### config.mk
export PLATFORM = sky130hd
export DESIGN_NAME = string_hash_bucket_core
export DESIGN_NICKNAME = d
export VERILOG_FILES = /design/src/hw/rtl/shb_pkg.sv /design/src/hw/rtl/shb_mod_unit.sv /design/src/hw/rtl/string_hash_bucket_core.sv
export SDC_FILE = /design/constraint.sdc
export NUM_CORES = 1
export LEC_CHECK = 0
export BUFFER_PORTS_ARGS = -buffer_cell sky130_fd_sc_hd__buf_2
export CAP_MARGIN = 20
export CORE_MARGIN = 4
export CORE_UTILIZATION = 40
export CTS_CLUSTER_DIAMETER = 120
export DETAILED_ROUTE_END_ITERATION = 8
export GPL_TIMING_DRIVEN = 0
export SLEW_MARGIN = 10
export SYNTH_ARGS = -nofsm -noshare
export SYNTH_HDL_FRONTEND = slang
export SYNTH_SLANG_ARGS = --single-unit
### constraint.sdc
create_clock -name clock -period 17.05 [get_ports clock]
set_input_delay 1.705 -clock clock [delete_from_list [all_inputs] [get_ports clock]]
set_output_delay 1.705 -clock clock [all_outputs]
set_load 0.01 [all_outputs]
### src/hw/rtl/shb_pkg.sv
package shb_pkg;

   // Field widths of the hash datapath.
   localparam int unsigned HASH_W = 29;
   localparam int unsigned CHAR_W = 8;
   // The unreduced sum stays below 2^31.
   localparam int unsigned SUM_W = 31;
   localparam int unsigned CNT_W = $clog2(HASH_W + 1);

   // Default width of the bucket count register.
   localparam int unsigned BUCKET_BITS_DEF = 16;

   // Hash constants: the per-character multiplier and the prime modulus.
   localparam logic [SUM_W-1:0] HASH_MUL_K  = 31'd314159;
   localparam logic [SUM_W-1:0] HASH_MOD_P  = 31'd516595003;
   localparam logic [SUM_W-1:0] HASH_MOD_2P = 31'd1033190006;

endpackage

### src/hw/rtl/shb_mod_unit.sv
module shb_mod_unit
   import shb_pkg::*;
#(
   parameter int unsigned BUCKET_BITS = BUCKET_BITS_DEF
) (
   input  logic                   clock,
   input  logic                   reset,
   input  logic                   start,
   input  logic                   take,
   input  logic [HASH_W-1:0]      dividend,
   input  logic [BUCKET_BITS-1:0] divisor,
   output logic                   done,
   output logic [BUCKET_BITS-1:0] remainder
);

   logic                   busy_ff;
   logic [CNT_W-1:0]       count_ff;
   logic [HASH_W-1:0]      shift_ff;
   logic [BUCKET_BITS-1:0] divisor_ff;
   logic [BUCKET_BITS-1:0] rem_ff;
   logic [BUCKET_BITS:0]   trial;
   logic [BUCKET_BITS-1:0] rem_in;

   // One restoring step: bring down the next dividend bit and subtract if it fits.
   always_comb begin
      trial = {rem_ff, shift_ff[HASH_W-1]};
      if (trial >= {1'b0, divisor_ff}) begin
         rem_in = BUCKET_BITS'(trial - {1'b0, divisor_ff});
      end else begin
         rem_in = trial[BUCKET_BITS-1:0];
      end
   end

   // Control: load on start, step once per cycle, hold the result until taken.
   always_ff @(posedge clock) begin
      if (reset) begin
         busy_ff  <= 1'b0;
         count_ff <= '0;
      end else if (start) begin
         busy_ff  <= 1'b1;
         count_ff <= CNT_W'(HASH_W);
      end else if (busy_ff && count_ff != '0) begin
         count_ff <= count_ff - CNT_W'(1);
      end else if (take) begin
         busy_ff <= 1'b0;
      end
   end

   // Datapath: dividend bits leave the shift register one per cycle.
   always_ff @(posedge clock) begin
      if (start) begin
         shift_ff   <= dividend;
         divisor_ff <= divisor;
         rem_ff     <= '0;
      end else if (busy_ff && count_ff != '0) begin
         shift_ff <= {shift_ff[HASH_W-2:0], 1'b0};
         rem_ff   <= rem_in;
      end
   end

   assign done      = busy_ff && (count_ff == '0);
   assign remainder = rem_ff;

endmodule

### src/hw/rtl/string_hash_bucket_core.sv
// Character words (nonzero bytes): each is summed into sum_ff, then reduced into the
// running hash in ST_REDUCE; no new word is taken until that is done. Terminator word:
// the remainder by bucket_count is formed one dividend bit per step over all 29 hash bits,
// the result word is loaded once the result register is empty or being drained, then the next word is taken.
// Synchronous active-high reset clears the running hash, sets bucket_count to 1 and
// empties the result register.
module string_hash_bucket_core
   import shb_pkg::*;
#(
   parameter int unsigned BUCKET_BITS = BUCKET_BITS_DEF,
   localparam int unsigned RSP_W = ((BUCKET_BITS + HASH_W + 7) / 8) * 8
) (
   input  logic                   clock,
   input  logic                   reset,
   // Input words.
   input  logic                   req_tvalid,
   output logic                   req_tready,
   input  logic [CHAR_W-1:0]      req_tdata,   // char_code [7:0]
   // Result words.
   output logic                   rsp_tvalid,
   input  logic                   rsp_tready,
   output logic [RSP_W-1:0]       rsp_tdata,   // bucket, then name_hash (29 bits), zero padded
   // Bucket count register.
   input  logic                   csr_valid,
   output logic                   csr_ready,
   input  logic [BUCKET_BITS-1:0] csr_data
);

   typedef enum logic [1:0] {ST_IDLE, ST_REDUCE, ST_DIVIDE} state_type;

   state_type              state_ff;
   logic [HASH_W-1:0]      hash_ff;
   logic [SUM_W-1:0]       sum_ff;
   logic [HASH_W-1:0]      final_hash_ff;
   logic [BUCKET_BITS-1:0] divisor_ff;
   logic                   rsp_valid_ff;
   logic [BUCKET_BITS-1:0] rsp_bucket_ff;
   logic [HASH_W-1:0]      rsp_hash_ff;

   logic [SUM_W-1:0]       sum_in;
   logic [HASH_W-1:0]      hash_in;
   logic                   req_accept;
   logic                   end_of_name;
   logic                   div_done;
   logic                   div_take;
   logic [BUCKET_BITS-1:0] div_rem;

   assign req_tready  = (state_ff == ST_IDLE);
   assign req_accept  = req_tvalid && req_tready;
   assign end_of_name = (req_tdata == '0);
   assign csr_ready   = 1'b1;

   // Unreduced update: h + (h xor h/2) + K * c.
   assign sum_in = SUM_W'(hash_ff) + SUM_W'(hash_ff ^ (hash_ff >> 1))
                 + HASH_MUL_K * SUM_W'(req_tdata);

   // The sum stays below three times the prime, so at most two subtractions.
   always_comb begin
      if (sum_ff >= HASH_MOD_2P) begin
         hash_in = HASH_W'(sum_ff - HASH_MOD_2P);
      end else if (sum_ff >= HASH_MOD_P) begin
         hash_in = HASH_W'(sum_ff - HASH_MOD_P);
      end else begin
         hash_in = sum_ff[HASH_W-1:0];
      end
   end

   // The result register may be loaded once it is empty or being drained.
   assign div_take = (state_ff == ST_DIVIDE) && div_done && (!rsp_valid_ff || rsp_tready);

   // Bucket count register; zero behaves as one.
   always_ff @(posedge clock) begin
      if (reset) begin
         divisor_ff <= BUCKET_BITS'(1);
      end else if (csr_valid && csr_ready) begin
         divisor_ff <= (csr_data == '0) ? BUCKET_BITS'(1) : csr_data;
      end
   end

   // Sequencer with the running hash and the result register.
   always_ff @(posedge clock) begin
      if (reset) begin
         state_ff     <= ST_IDLE;
         hash_ff      <= '0;
         rsp_valid_ff <= 1'b0;
      end else begin
         // A word drained while a new one is loaded leaves the register full.
         if (rsp_valid_ff && rsp_tready && !div_take) begin
            rsp_valid_ff <= 1'b0;
         end
         case (state_ff)
            ST_IDLE: begin
               if (req_accept) begin
                  if (end_of_name) begin
                     final_hash_ff <= hash_ff;
                     hash_ff       <= '0;
                     state_ff      <= ST_DIVIDE;
                  end else begin
                     sum_ff   <= sum_in;
                     state_ff <= ST_REDUCE;
                  end
               end
            end
            ST_REDUCE: begin
               hash_ff  <= hash_in;
               state_ff <= ST_IDLE;
            end
            ST_DIVIDE: begin
               if (div_take) begin
                  rsp_valid_ff  <= 1'b1;
                  rsp_bucket_ff <= div_rem;
                  rsp_hash_ff   <= final_hash_ff;
                  state_ff      <= ST_IDLE;
               end
            end
            default: begin
               state_ff <= ST_IDLE;
            end
         endcase
      end
   end

   // Bit-serial remainder of the final hash by the bucket count.
   shb_mod_unit #(
      .BUCKET_BITS(BUCKET_BITS)
   ) u_mod (
      .clock     (clock),
      .reset     (reset),
      .start     (req_accept && end_of_name),
      .take      (div_take),
      .dividend  (hash_ff),
      .divisor   (divisor_ff),
      .done      (div_done),
      .remainder (div_rem)
   );

   assign rsp_tvalid = rsp_valid_ff;
   assign rsp_tdata  = RSP_W'({rsp_hash_ff, rsp_bucket_ff});

endmodule

==> results.yml <==
status:
  status: "finished clean"
critical_path:
  worstSetupStartpointType: "input port"
  endpoint_kind: "flop"
  max_stage_delay_ns: 0.64
  cp.arrival_ns: 7.48
  worstPathCellList: "buf_2 > fa_1 > inv_1 > fa_1 > inv_1 > fa_1 > fa_1 > inv_1 > fa_1 > inv_1 > ha_1 > or3_1 > a221oi_1 > o31a_1 > a21oi_1 > nor3_1 > o22ai_1 > o41ai_1 > xor2_1"
  critical_path.slowest_cell: "a221oi_1"
  cp.required_ns: 17.28
  critical-path-top-delay-family: "adder cells"
  criticalPathCategory: "in2reg"
  crit_fanout: 8
  cp_common_cell: "fa_1"
  crit_buf_inv: 5
power_and_ir_drop:
  clkPwrFrac: 0.178
  swShare: 0.4107
  p_comb_frac: 0.555
  leakagePower_nw: 7.145
  switchingPower_mw: 1.186
  seqPwrFrac: 0.267
  p_per_area_mw_per_mm2: 179.4
  ir_drop_mv: 0.08407
  power.internal_mw: 1.701
  totalPowerFinal_mw: 2.887
sta:
  setup_viol: 0
  fin_crit_ns: 7.250
  slew_violations: 0
  min_period_over_period: 0.4252
  slew_headroom: 0.3908
  tightest_slew_ns: 0.9084
  hold_viol_final: 0
  final.setup_skew_ns: 0.01245
  finalSetupTns_ns: 0
  rsz0062_at_grt: "false"
  max_freq_mhz: 137.9
finish:
  nNetsFinal: 1674
  regArea_sq_mm: 0.005906
  post-route-util: 0.4614
  n_fill_cell: 3260
  design_area_sq_mm: 0.01610
  num_antenna_cells: 0
  areaGrowthSynthToFinish_pct: 12.74
  multi_input_area_sq_mm: 0.007382
  layout-drive-gt1-share: 0.1076
clock_network:
  clock_path_buffers: 3
  clkTransAtPathRegs_ns: 0.06
  cts_setup_buffers: 0
  htree_levels: 1
  cts_sinks: 220
  cts-hold-fix-buffers: 0
  insertion_delay_ns: 0.50
  clock-root-buffer: "clkbuf_16"
  cts-resized-gates: 0
  cts_tree: "done"
  numCtsBuffers: 23
yosys:
  synth_edf_count: 150
  syn_inst: 1350
  syn_avg_cell_area_sq_um: 10.58
  yosysTopAreaCell: "edfxtp_1"
  syn_area_sq_mm: 0.01428
  synth.area.top_cells: "edfxtp_1 32%, fa_1 12%, dfxtp_1 9.8%, ha_1 9.6%, inv_1 5.0%"
  synth_flop_cell: "edfxtp_1"
  synth_commonest_cells: "189 x inv_1, 150 x edfxtp_1, 128 x nand2_1, 109 x ha_1, 83 x fa_1"
  synth_top_area_frac: 0.3155
  ys_types: 82
  synth-async-reset-ratio: 0
  ys.warnings.count: 0
  synth-seq-cells: 220
  yosysSeqAreaShare: 0.4136
  synth.most_common_cell: "inv_1"
global_routing:
  grt_antenna_before_repair: 0
  grt_pass1_vias: 9907
  gr-total-overflow: 0
  grt_max_degree: 32
  grt_usage: 0.1715
  grt_pass1_wl_microns: 53600
floorplanning:
  rows: 68
  io_pins: 80
  core_region_area_sq_mm: 0.03488
  start_util: 0.4093
  die_w_microns: 196.9
  die_area_sq_mm: 0.03878
  die-height_microns: 196.9
drt:
  first_pass_iters: 5
  first_iter_violations: 665
  drc: 0
  drt_wl_total_microns: 33200
  vias: 9963
  antenna_left: 0
  routedWlPerCell_microns: 17.25
  via_per_inst: 5.178
placed_design:
  hpwl_microns: 26240
  port_buffers: 73
  placed_area_sq_mm: 0.01531
  gp_congestion: 0.9069
job:
  drv_cap: 0
min_path:
  hp-class: "reg2reg"
-- stage by stage --
step	worst slack, ns	cells	hold slack [ns]
3_5_place_dp	9.297	1883	0.4052
4_1_cts	9.821	1924	0.4133
3_3_place_gp	9.374	1880	0.4008
2_1_floorplan	10.22	1352	0.4003
5_1_grt	9.513	1924	0.4220
6_report	9.800	1924	0.4113
-- power groups by stage --
stage	logic, mW	clock network, mW	registers [mW]
after floorplan	1.30	0	0.749
after global placement	1.57	0	0.782
after detailed placement	1.60	0	0.782
after CTS	1.61	0.529	0.771
after global routing	1.84	0.548	0.779
final	1.60	0.515	0.771
-- kinds of logic after synthesis --
logic type / Yosys count / synth area share
other cells: 2 / 0.0005260
mux: 21 / 0.01472
flops: 220 / 0.4136
simple gates: 311 / 0.1009
xor+xnor: 88 / 0.05398
fa+ha+maj: 192 / 0.2119
compound gates: 275 / 0.1335
buf+inv: 241 / 0.07090
-- per-layer routing --
layer,global-route usage,up-vias,part of all wire
met5,0,-,0
met4,0.04212,0,0.021
met3,0.02085,48,0.048
met2,0.2862,241,0.47
met1,0.2400,4815,0.46
li1,-,4859,-
-- worst reg2reg max path, stage by stage, from the launching register on --
cell      delay [ns]
dfxtp_1         0.58
ha_1            0.34
fa_1            0.51
inv_1           0.05
fa_1            0.47
inv_1           0.05
fa_1            0.52
inv_1           0.06
fa_1            0.52
inv_1           0.04
ha_1            0.20
or3_1           0.33
a221oi_1        0.64
o31a_1          0.24
a21oi_1         0.12
nor3_1          0.23
o22ai_1         0.18
o41ai_1         0.48
xor2_1          0.13
-- layout by cell type (no fill, tap or decap), types with 8 or more instances in the layout --
cell and n:
a211oi_1 10, a21o_1 17, a21oi_1 65, a22o_1 25, and3_1 8, buf_2 78
buf_4 8, clkbuf_1 32, clkbuf_16 24, dfxtp_1 70, edfxtp_1 150, fa_1 83
ha_1 109, inv_1 189, mux2i_1 21, nand2_1 128, nand2b_1 8, nand3_1 20
nand4_1 9, nor2_1 71, nor2b_1 9, nor3_1 13, o211ai_1 10, o21a_1 11
o21ai_0 55, or3_1 8, xnor2_1 45, xor2_1 43
-- area by class of cell --
type | instances | area share
Sequential cell | 220 | 0.3669
Clock buffer | 29 | 0.03972
Buffer | 52 | 0.01889
Multi-Input combinational cell | 891 | 0.4586
Clock inverter | 12 | 0.009094
Timing Repair Buffer | 76 | 0.02736
Tap cell | 455 | 0.03537
Inverter | 189 | 0.04407
-- registers in the layout, summed over array words and instances (netlist names) --
| signal | flops |
|---|---|
| final_hash_ff | 29 |
| sum_ff | 31 |
| u_mod.shift_ff | 29 |
| u_mod.divisor_ff | 16 |
| divisor_ff | 16 |
| rsp_tvalid | 1 |
| u_mod.busy_ff | 1 |
| rsp_bucket_ff | 16 |
| u_mod.remainder | 16 |
| hash_ff | 29 |
| state_ff | 2 |
| rsp_hash_ff | 29 |
| u_mod.count_ff | 5 |
-- path summary, 6_finish.rpt --
| kind | from | endpoint | slack (ns) | cells past startpoint |
|---|---|---|---|---|
| hold / removal | final_hash_ff[12] | rsp_hash_ff[12] | 0.41 | 0 |
| hold reg to reg | final_hash_ff[12] | rsp_hash_ff[12] | 0.41 | 0 |
| setup reg to reg | hash_ff[6] | sum_ff[28] | 11.09 | 18 |
| setup / recovery | req_tdata[6] | sum_ff[28] | 9.80 | 19 |
Note: power is estimated with default switching activity, not from simulation.
